File: config.mk
export PLATFORM = sky130hd
export DESIGN_NAME = radix_digit_emitter
export DESIGN_NICKNAME = d
export VERILOG_FILES = /design/src/rtl/rde_pkg.sv /design/src/rtl/radix_digit_emitter.sv /design/src/rtl/rde_divider.sv
export VERILOG_INCLUDE_DIRS = /design/src /design/src/rtl
export SDC_FILE = /design/constraint.sdc
export NUM_CORES = 1
export LEC_CHECK = 0
export ABC_AREA = 1
export BUFFER_PORTS_ARGS = -buffer_cell sky130_fd_sc_hd__buf_2
export CORE_UTILIZATION = 48
export CTS_CLUSTER_DIAMETER = 40
export DETAILED_ROUTE_END_ITERATION = 16
export SYNTH_ARGS = -nofsm -noshare
export SYNTH_HDL_FRONTEND = slang
export SYNTH_SLANG_ARGS = --single-unit
File: constraint.sdc
create_clock -name i_clk -period 3.8 [get_ports i_clk]
set_input_delay 0.19 -clock i_clk [delete_from_list [all_inputs] [get_ports i_clk]]
set_output_delay 0.19 -clock i_clk [all_outputs]
set_load 0.02 [all_outputs]
File: src/rtl/assert_macros.svh
// Assertion macros shared by the RTL of the radix digit emitter.
// Depends on a clock named i_clk and an active-low reset named i_rst_n in scope.
`ifndef ASSERT_MACROS_SVH
`define ASSERT_MACROS_SVH

// Same-cycle implication, checked outside reset.
`define RDE_ASSERT_IMP(lbl, ante, cons) \
    lbl: assert property (@(posedge i_clk) disable iff (!i_rst_n) (ante) |-> (cons)) \
        else $error("rde: implication check failed");

// Next-cycle implication, checked outside reset.
`define RDE_ASSERT_NEXT(lbl, ante, cons) \
    lbl: assert property (@(posedge i_clk) disable iff (!i_rst_n) (ante) |=> (cons)) \
        else $error("rde: next-cycle check failed");

`endif

File: src/rtl/rde_pkg.sv
// Package for the radix digit emitter: widths, radix limits, state type,
// divider status struct and the digit-to-symbol function. No dependencies.
package rde_pkg;

    localparam int VALUE_BITS_DEF = 64;
    localparam int IN_VALUE_W     = 64;
    localparam int RADIX_W        = 6;
    localparam int CHAR_W         = 7;

    localparam logic [RADIX_W-1:0] RADIX_MIN = 6'd2;
    localparam logic [RADIX_W-1:0] RADIX_MAX = 6'd62;

    typedef enum logic [2:0] {
        ST_IDLE,
        ST_DIV_START,
        ST_DIV_WAIT,
        ST_RD,
        ST_OUT,
        ST_ERR
    } t_state;

    typedef struct packed {
        logic busy;
        logic done;
    } t_div_stat;

    // '0'-'9', then 'A'-'Z', then 'a'-'z'; codes above 61 map to zero
    function automatic logic [CHAR_W-1:0] sym_char(input logic [RADIX_W-1:0] d);
        logic [CHAR_W-1:0] dx;
        dx = {1'b0, d};
        if (d < 6'd10) begin
            sym_char = 7'd48 + dx;
        end else if (d < 6'd36) begin
            sym_char = 7'd55 + dx;
        end else if (d < 6'd62) begin
            sym_char = 7'd61 + dx;
        end else begin
            sym_char = '0;
        end
    endfunction

endpackage

File: src/rtl/radix_digit_emitter.sv
// Top level of the radix digit emitter: sequencer, digit store and output stage.
// Depends on rde_pkg, rde_divider and assert_macros.svh.
//
// Usage:
//   Input stream (i_s_*): one transaction carries a value and a radix. The
//   block takes a transaction only when idle and then keeps o_s_tready low
//   until every digit of that value has been handed over.
//   Output stream (o_m_*): one transaction per digit, most significant first,
//   ASCII symbols 0-9, A-Z, a-z; o_m_tuser[0] marks the final digit.
//   A radix outside 2..62 gives one transaction with o_m_tuser[1] set and a
//   zero character. A zero value gives no transaction at all.
//   Sequence: each digit costs one shared bit-serial divider pass, framed by a
//   start state and a wait state; once the quotient reaches zero, each digit
//   is read from the digit store and then presented. When the receiver never
//   stalls, the divider loop sets the pace.
//   A stalled receiver simply holds the current digit in the output stage;
//   nothing is lost and the block waits.
//   Reset (synchronous, active low) returns the sequencer to idle and clears
//   the digit count; the digit store needs no clearing.
`include "assert_macros.svh"

module radix_digit_emitter #(
    parameter int VALUE_BITS = rde_pkg::VALUE_BITS_DEF
) (
    input  logic        i_clk,
    input  logic        i_rst_n,
    input  logic        i_s_tvalid,
    output logic        o_s_tready,
    input  logic [71:0] i_s_tdata,   // [63:0] value, [69:64] radix, [71:70] zero
    output logic        o_m_tvalid,
    input  logic        i_m_tready,
    output logic [7:0]  o_m_tdata,   // [6:0] digit_char, [7] zero
    output logic [1:0]  o_m_tuser    // [0] last_digit, [1] bad_radix
);

    localparam int IDX_W = $clog2(VALUE_BITS);
    localparam int CNT_W = $clog2(VALUE_BITS + 1);

    rde_pkg::t_state r_state, n_state;

    logic [VALUE_BITS-1:0]       r_value;
    logic [rde_pkg::RADIX_W-1:0] r_radix;
    logic [CNT_W-1:0]            r_count;
    logic [rde_pkg::RADIX_W-1:0] r_rd_data;
    logic [rde_pkg::RADIX_W-1:0] digit_mem [VALUE_BITS];

    logic [VALUE_BITS-1:0]       in_value;
    logic [rde_pkg::RADIX_W-1:0] in_radix;
    logic                        s_acc;
    logic                        m_acc;
    logic                        bad_radix_in;
    logic [CNT_W-1:0]            cnt_m1;

    logic                        div_start;
    logic                        wr_en;
    logic                        rd_en;
    rde_pkg::t_div_stat          div_stat;
    logic [VALUE_BITS-1:0]       div_quot;
    logic [rde_pkg::RADIX_W-1:0] div_rem;

    assign in_value     = i_s_tdata[VALUE_BITS-1:0];
    assign in_radix     = i_s_tdata[rde_pkg::IN_VALUE_W +: rde_pkg::RADIX_W];
    assign s_acc        = i_s_tvalid && o_s_tready;
    assign m_acc        = o_m_tvalid && i_m_tready;
    assign bad_radix_in = (in_radix < rde_pkg::RADIX_MIN) || (in_radix > rde_pkg::RADIX_MAX);
    assign cnt_m1       = r_count - CNT_W'(1);

    rde_divider #(
        .VALUE_BITS (VALUE_BITS)
    ) u_div (
        .i_clk       (i_clk),
        .i_rst_n     (i_rst_n),
        .i_start     (div_start),
        .i_dividend  (r_value),
        .i_divisor   (r_radix),
        .o_stat      (div_stat),
        .o_quotient  (div_quot),
        .o_remainder (div_rem)
    );

    // next state
    always_comb begin
        n_state = r_state;
        unique case (r_state)
            rde_pkg::ST_IDLE: begin
                if (s_acc) begin
                    if (bad_radix_in) begin
                        n_state = rde_pkg::ST_ERR;
                    end else if (in_value != '0) begin
                        n_state = rde_pkg::ST_DIV_START;
                    end
                end
            end
            rde_pkg::ST_DIV_START: begin
                n_state = rde_pkg::ST_DIV_WAIT;
            end
            rde_pkg::ST_DIV_WAIT: begin
                if (div_stat.done) begin
                    n_state = (div_quot == '0) ? rde_pkg::ST_RD : rde_pkg::ST_DIV_START;
                end
            end
            rde_pkg::ST_RD: begin
                n_state = rde_pkg::ST_OUT;
            end
            rde_pkg::ST_OUT: begin
                if (m_acc) begin
                    n_state = (r_count == CNT_W'(1)) ? rde_pkg::ST_IDLE : rde_pkg::ST_RD;
                end
            end
            rde_pkg::ST_ERR: begin
                if (m_acc) begin
                    n_state = rde_pkg::ST_IDLE;
                end
            end
            default: n_state = rde_pkg::ST_IDLE;
        endcase
    end

    // outputs
    always_comb begin
        o_s_tready = 1'b0;
        o_m_tvalid = 1'b0;
        o_m_tdata  = '0;
        o_m_tuser  = '0;
        div_start  = 1'b0;
        wr_en      = 1'b0;
        rd_en      = 1'b0;
        unique case (r_state)
            rde_pkg::ST_IDLE:      o_s_tready = 1'b1;
            rde_pkg::ST_DIV_START: div_start  = 1'b1;
            rde_pkg::ST_DIV_WAIT:  wr_en      = div_stat.done;
            rde_pkg::ST_RD:        rd_en      = 1'b1;
            rde_pkg::ST_OUT: begin
                o_m_tvalid = 1'b1;
                o_m_tdata  = {1'b0, rde_pkg::sym_char(r_rd_data)};
                o_m_tuser  = {1'b0, (r_count == CNT_W'(1))};
            end
            rde_pkg::ST_ERR: begin
                o_m_tvalid = 1'b1;
                o_m_tuser  = 2'b10;
            end
            default: ;
        endcase
    end

    always_ff @(posedge i_clk) begin
        if (!i_rst_n) begin
            r_state <= rde_pkg::ST_IDLE;
            r_count <= '0;
            r_value <= '0;
        end else begin
            r_state <= n_state;
            if (s_acc) begin
                r_count <= '0;
                r_value <= bad_radix_in ? '0 : in_value;
            end else if (wr_en) begin
                r_count <= r_count + CNT_W'(1);
                r_value <= div_quot;
            end else if (m_acc && (r_state == rde_pkg::ST_OUT)) begin
                r_count <= cnt_m1;
            end
        end
        if (s_acc) begin
            r_radix <= in_radix;
        end
    end

    // digit store: written per remainder, read back from the top down
    always_ff @(posedge i_clk) begin
        if (wr_en) begin
            digit_mem[r_count[IDX_W-1:0]] <= div_rem;
        end
        if (rd_en) begin
            r_rd_data <= digit_mem[cnt_m1[IDX_W-1:0]];
        end
    end

    `RDE_ASSERT_IMP(a_count_bound, 1'b1, r_count <= CNT_W'(VALUE_BITS))
    `RDE_ASSERT_IMP(a_out_nonempty, r_state == rde_pkg::ST_OUT, r_count != '0)
    `RDE_ASSERT_NEXT(a_bad_to_err, s_acc && bad_radix_in, r_state == rde_pkg::ST_ERR)
    `RDE_ASSERT_NEXT(a_div_launch, r_state == rde_pkg::ST_DIV_START, div_stat.busy)

endmodule

File: src/rtl/rde_divider.sv
// Restoring divider: one quotient bit per cycle, shifted in over all VALUE_BITS dividend bits.
// Depends on rde_pkg (radix width, status struct) and assert_macros.svh.
`include "assert_macros.svh"

module rde_divider #(
    parameter int VALUE_BITS = rde_pkg::VALUE_BITS_DEF
) (
    input  logic                         i_clk,
    input  logic                         i_rst_n,
    input  logic                         i_start,
    input  logic [VALUE_BITS-1:0]        i_dividend,
    input  logic [rde_pkg::RADIX_W-1:0]  i_divisor,
    output rde_pkg::t_div_stat           o_stat,
    output logic [VALUE_BITS-1:0]        o_quotient,
    output logic [rde_pkg::RADIX_W-1:0]  o_remainder
);

    localparam int CNT_W = $clog2(VALUE_BITS + 1);

    logic [VALUE_BITS-1:0]       r_dvd, n_dvd;
    logic [rde_pkg::RADIX_W-1:0] r_rem, n_rem;
    logic [rde_pkg::RADIX_W-1:0] r_div, n_div;
    logic [CNT_W-1:0]            r_cnt, n_cnt;
    logic                        r_busy, n_busy;
    logic                        r_done, n_done;

    logic [rde_pkg::RADIX_W:0]   rem_sh;
    logic [rde_pkg::RADIX_W:0]   diff;
    logic                        ge;

    always_comb begin
        rem_sh = {r_rem, r_dvd[VALUE_BITS-1]};
        diff   = rem_sh - {1'b0, r_div};
        ge     = rem_sh >= {1'b0, r_div};

        n_dvd  = r_dvd;
        n_rem  = r_rem;
        n_div  = r_div;
        n_cnt  = r_cnt;
        n_busy = r_busy;
        n_done = 1'b0;

        if (i_start) begin
            n_dvd  = i_dividend;
            n_rem  = '0;
            n_div  = i_divisor;
            n_cnt  = CNT_W'(VALUE_BITS);
            n_busy = 1'b1;
        end else if (r_busy) begin
            // partial remainder stays below the divisor, so six bits hold it
            n_rem = ge ? diff[rde_pkg::RADIX_W-1:0] : rem_sh[rde_pkg::RADIX_W-1:0];
            n_dvd = {r_dvd[VALUE_BITS-2:0], ge};
            n_cnt = r_cnt - CNT_W'(1);
            if (r_cnt == CNT_W'(1)) begin
                n_busy = 1'b0;
                n_done = 1'b1;
            end
        end
    end

    always_ff @(posedge i_clk) begin
        if (!i_rst_n) begin
            r_busy <= 1'b0;
            r_done <= 1'b0;
            r_cnt  <= '0;
        end else begin
            r_busy <= n_busy;
            r_done <= n_done;
            r_cnt  <= n_cnt;
        end
        r_dvd <= n_dvd;
        r_rem <= n_rem;
        r_div <= n_div;
    end

    assign o_stat.busy  = r_busy;
    assign o_stat.done  = r_done;
    assign o_quotient   = r_dvd;
    assign o_remainder  = r_rem;

    `RDE_ASSERT_IMP(a_rem_below_div, r_done, r_rem < r_div)
    `RDE_ASSERT_NEXT(a_start_busy, i_start, r_busy && !r_done)

endmodule

# After elaboration in Yosys (flattened, before gate mapping)
# Memory sizes are Yosys's and may differ from the RTL's. A register that Yosys moved wholly into a read port is not among the register bits.
# Cells that the tools add are included.
[op_classes]
n_addsub = 7
mul = 0
eq_ne = 12
muxes = 35
order_cmp = 6
bitwise = 2
n_div = 0
reduce_logical = 15
shift = 0
[op_table]
columns = ["op", "n"]
rows = [
  ["2-to-1 mux 64 bit", 5],
  ["logical NOT 64 bit", 1],
  ["nonzero test 64 bit", 1],
  ["2-to-1 mux 7 bit", 8],
  ["adder 6 x 6 -> 7 bit (first input constant)", 3],
  ["2-to-1 mux 3 bit", 6],
  ["one-hot mux 3 bit (6 select lines)", 1],
  ["equality test 7 x 1 -> 1 bit (second input constant)", 2],
  ["subtractor 7 x 1 -> 7 bit (second input constant)", 2],
  ["less-than comparator 6 bit (second input constant)", 2],
  ["2-to-1 mux 1 bit", 11],
  ["adder 7 x 1 -> 7 bit (second input constant)", 1],
  [">= comparator 7 x 6 -> 1 bit", 1],
  ["equality test 3 x 2 -> 1 bit (second input constant)", 2],
  ["equality test 3 bit (second input constant)", 2],
  ["greater-than comparator 6 bit (second input constant)", 1],
  ["less-than comparator 6 x 2 -> 1 bit (second input constant)", 1],
  ["less-than comparator 6 x 4 -> 1 bit (second input constant)", 1],
  ["2-to-1 mux 6 bit", 1],
  ["inequality test 2 bit (second input constant)", 3],
  ["nonzero test 2 bit", 3],
  ["OR reduction 2 bit", 3],
  ["subtractor 6 bit", 1],
  ["AND reduction 5 bit", 1],
  ["10 further kinds", 14],
]
[totals]
rom_bits = 0
inputBits = 76
mem_count = 1
wordCells = 89
latch_bits = 0
reg_bits = 165
ram_bits = 384
output_inout_bits = 12
[mem_list]
columns = ["name", "words", "width", "read_ports", "rd_ports_with_merged_regs", "write_ports", "line_no", "text"]
rows = [
  ["digit_mem", 64, 6, 1, 1, 1, "radix_digit_emitter.sv:45", "logic [rde_pkg::RADIX_W-1:0] digit_mem [VALUE_BITS];"],
]

# Longest topological paths before layout
[logic_depth]
word_depth = 7
mapped_depth = 15
depth_no_buf = 11

# Cells and area by module
# A second synthesis with hierarchy kept.
[unflattened]
hier_cells = 2340
area_unflattened_um2 = 24443.4
[modules_own_cells]
columns = ["module", "cells_each", "instances", "seq_area_each_um2", "area_per_inst_um2"]
rows = [
  ["radix_digit_emitter", 1908, 1, 13372.8, 20442.1],
  ["rde_divider", 432, 1, 2402.3, 4001.3],
]

# Worst setup path before layout
# Ideal clock, no wire load.
[synth_path]
kind = "reg2reg"
start = "register u_div.r_rem (netlist bit u_div.o_remainder[1])"
end = "register u_div.r_rem (netlist bit u_div.o_remainder[0])"
period_less_slack_ns = 2.685
required_ns = 3.600
setup_slack_ns = 1.115
t_arrival_ns = 2.486
setup_time_ns = 0.200
path_stages_with_launch = 10
cell_sequence = "dfxtp_1 ha_1 a21oi_1 nand2_1 a21oi_1 nor2_1 nor2_1 nand2_1 nand3_1 o21ai_0"
[synth_between]
elab_chain_len = 2
[synth_lines]
columns = ["item", "line_no", "text"]
rows = [
  ["start, declared", "rde_divider.sv:21", "logic [rde_pkg::RADIX_W-1:0] r_rem, n_rem;"],
  ["start signal, assigned", "rde_divider.sv:72", "r_rem <= n_rem;"],
  [">= comparator 7 x 6 -> 1 bit", "rde_divider.sv:34", "ge = rem_sh >= {1'b0, r_div};"],
  ["2-to-1 mux 6 bit", "rde_divider.sv:51", "n_rem = ge ? diff[rde_pkg::RADIX_W-1:0] : rem_sh[rde_pkg::RADIX_W-1:0];"],
]
# Every way passes these cells.
# A chain may end at the register's enable or synchronous reset.

# Worst setup path after layout
[layout_path]
start = "register r_count[0]"
end = "memory digit_mem[18][3] in the netlist's numbering (enable)"
[layout_lines]
columns = ["item", "line_no", "text"]
rows = [
  ["start, declared", "radix_digit_emitter.sv:43", "logic [CNT_W-1:0] r_count;"],
  ["start signal, assigned", "radix_digit_emitter.sv:157", "r_count <= r_count + CNT_W'(1);"],
  ["start signal, assigned", "radix_digit_emitter.sv:160", "r_count <= cnt_m1;"],
  ["end, declared", "radix_digit_emitter.sv:45", ""],
]
# Straight into the memory's write port.

==> flow_metrics.py <==
metrics = {
    "routing": {
        "ant_nets": 0,
        "wl_mm": 59.3,
        "firstDrtPassIters": 6,
        "drc": 0,
        "vias_per_cell": 5.54,
        "vias": 17400,
        "wl_per_cell_um": 18.9,
        "drt_first_iter_violations": 1520,
    },
    "synth": {
        "yosys-top-cells-count": "466 x edfxtp_1, 444 x nor2_1, 330 x o21ai_0",
        "yosys.cell_count.top_type": "edfxtp_1",
        "yosysTopAreaCellShare_pct": 57.9,
        "synthesis.area_um2": 24200,
        "synth_ff_type": "edfxtp_1",
        "synthesis.nets": 2384,
        "yosys_register_bits": 555,
        "yosys_warnings": 0,
        "synth_cell_types": 51,
        "netlist_top_cells_area": "edfxtp_1 58%, dfxtp_1 7.4%, nor2_1 6.9%",
        "synth_area_leader_cell": "edfxtp_1",
        "netlist_instances": 2291,
        "avgSynthCellArea_um2": 10.5,
        "async_flop_share_pct": 0,
        "synth-edff-count": 466,
        "synth-seq-area-share_pct": 65.3,
    },
    "layout": {
        "diodes": 0,
        "fin_util_pct": 57.5,
        "drive_gt1_share_pct": 11.4,
        "fin_area_um2": 28300,
        "area_growth_pct": 17.3,
        "fin_nets": 2506,
    },
    "setup_path": {
        "critical_path.cell_chain": "inv_4, buf_4, nand3_1, nor2_1",
        "cp-startpoint": "r_count[0]",
        "slowest_stage": "nand3_1",
        "cp.required_ps": 4040,
        "critPathArrivalTime_ps": 3200,
        "r2r_end": "digit_mem[18][3]",
        "worstReg2RegStart": "r_count[0]",
        "critical_path_class": "flip-flop to flip-flop",
        "worstSetupStartpointType": "flip-flop",
        "slowest_delay_ps": 830,
        "reg2reg_depth": 4,
        "cp-end-kind": "flip-flop",
        "critical_path_buf_inv_count": 2,
        "critPathMaxFanout": 63,
        "path_delay_family": "simple AND/OR/NAND/NOR gates",
        "rrSetupSlack_ps": 840,
    },
    "timing": {
        "slew_viol_final": 0,
        "finalHoldViolCount": 0,
        "worst_pin_slew_ps": 1110,
        "timing.final.ws_setup_ps": 844,
        "relSlewSlack_pct": 26.2,
        "clock.fmax_ghz": 0.338,
        "period_share_pct": 77.8,
        "finalClockSkew_ps": 17.1,
        "fin_crit_ps": 2960,
        "setup_violations": 0,
        "finalSetupTns_ps": 0,
        "rsz0062_at_grt": "false",
    },
    "worst_hold_path": {
        "worstHoldStart": "i_s_tvalid",
        "whs_endpoint": "r_state[0]",
        "holdCritPathClass": "input pin to flip-flop",
        "hold_depth": 5,
    },
    "power": {
        "power_mw": 21.7,
        "pwr-share-clk_pct": 33.9,
        "seqPwrFrac_pct": 40.1,
        "p_leak_nw": 10.2,
        "irDropWorstVdd_uv": 465,
        "combPwrFrac_pct": 26.1,
        "swShare_pct": 34.2,
        "p_switching_mw": 7.41,
        "p_per_area_nw_per_um2": 764,
        "intPower_mw": 14.2,
    },
    "grt": {
        "antenna_found_initial": 0,
        "grt_pass1_wl_mm": 93.2,
        "groute.usage.overall_pct": 23.5,
        "overflow": 0,
        "grt_max_degree": 134,
        "grt_pass1_vias": 16800,
    },
    "die": {
        "io_pins": 88,
        "die_width_um": 226,
        "rows": 81,
        "core_um2": 49300,
        "dieArea_um2": 51200,
        "die_h_um": 226,
        "initial_utilization_pct": 49.0,
    },
    "placement": {
        "hpwl_mm": 34.1,
        "placed_area_um2": 25000,
        "pre_cts_slack_ps": 844,
        "place.gp.congestion": 0.899,
        "numPortBuffers": 84,
    },
    "job": {
        "maxCapViolations": 0,
    },
    "clocking": {
        "htree_levels": 3,
        "cts_setup_buffers": 0,
        "cts-root-buf": "clkbuf_16",
        "cts-hold-fix-buffers": 71,
        "clock-sinks": 555,
        "cts_buffer_depth": 3,
        "clk_latency_ps": 620,
        "cts_tree": "yes",
        "cts_made_buffers": 77,
        "ctsResizeCount": 0,
        "clkTransAtPathRegs_ps": 50,
    },
    "outcome": {
        "status": "complete, no violations",
    },
}
-- registers in the layout (all words and copies together), names as in the netlist --
name	flops
digit_mem	384
u_div.r_div	6
u_div.o_remainder	6
u_div.r_done	1
r_state	3
u_div.r_cnt	7
u_div.o_quotient	64
r_value	64
r_rd_data	6
r_count	7
u_div.r_busy	1
r_radix	6
-- power groups by stage --
stage | combinational [mW] | clock (mW) | sequential (mW)
final | 5.64 | 7.33 | 8.68
after global routing | 6.26 | 7.65 | 8.78
after CTS | 5.64 | 7.42 | 8.67
after detailed placement | 5.58 | 0 | 8.77
after global placement | 5.47 | 0 | 8.76
after floorplan | 3.68 | 0 | 8.87
-- how the worst max path moves through the flow --
stage | to | depth (start not counted)
finish | digit_mem[18][3] | 4
global route | r_rd_data[4] | 10
CTS | o_m_tuser[0] | 5
detailed placement | digit_mem[26][0] | 4
global placement | digit_mem[34][2] | 4
floorplan | u_div.o_remainder[0] | 9
-- area by class of cell --
cell class / instances / area (um2)
Fill cell: 4198 / 20900
Sequential cell: 555 / 15800
Multi-Input combinational cell: 1498 / 7280
Clock buffer: 86 / 2050
Timing Repair Buffer: 186 / 1410
Tap cell: 664 / 831
Clock inverter: 55 / 604
Inverter: 95 / 359
-- kinds of logic after synthesis --
group / synth area share (%)
compound gates: 12.6
xor+xnor: 0.549
fa+ha+maj: 0.911
buf+inv: 4.65
flops: 65.3
other cells: 0.0155
simple gates: 16.0
-- layer usage --
| metal | up-vias | GRT usage, % | wire length (um) |
|---|---|---|---|
| met2 | 488 | 37.9 | 28100 |
| met5 | - | 0 | 0 |
| li1 | 8391 | - | - |
| met3 | 114 | 3.82 | 2920 |
| met4 | 0 | 8.35 | 1730 |
| met1 | 8382 | 32.1 | 26500 |
-- metrics by stage --
| step | instances | hold WS (ps) |
|---|---|---|
| finish | 3139 | 122 |
| global route | 3139 | 135 |
| CTS | 3139 | 96.9 |
| detailed placement | 2927 | 385 |
| global placement | 2927 | 394 |
| floorplan | 2291 | 289 |
-- layout by cell type (no fill, tap or decap), types with 80 or more instances in the layout --
| cell type | netlist | routed |
|---|---|---|
| edfxtp_1 | 466 | 466 |
| o211ai_1 | 98 | 98 |
| inv_1 | 86 | 85 |
| buf_2 | 63 | 84 |
| nor2_1 | 444 | 444 |
| dfxtp_1 | 89 | 82 |
| nand3_1 | 160 | 160 |
| o21ai_0 | 330 | 330 |
| nand2_1 | 287 | 286 |
| clkbuf_16 | 0 | 80 |
-- worst min-delay path: cells and delay by family --
family / cells / cell delay [ps]
AO/OA/AOI/OAI: 1 / 50
AND/OR/NAND/NOR: 3 / 320
buffers and inverters: 1 / 120
No activity file was read; power rests on OpenSTA's default activity.
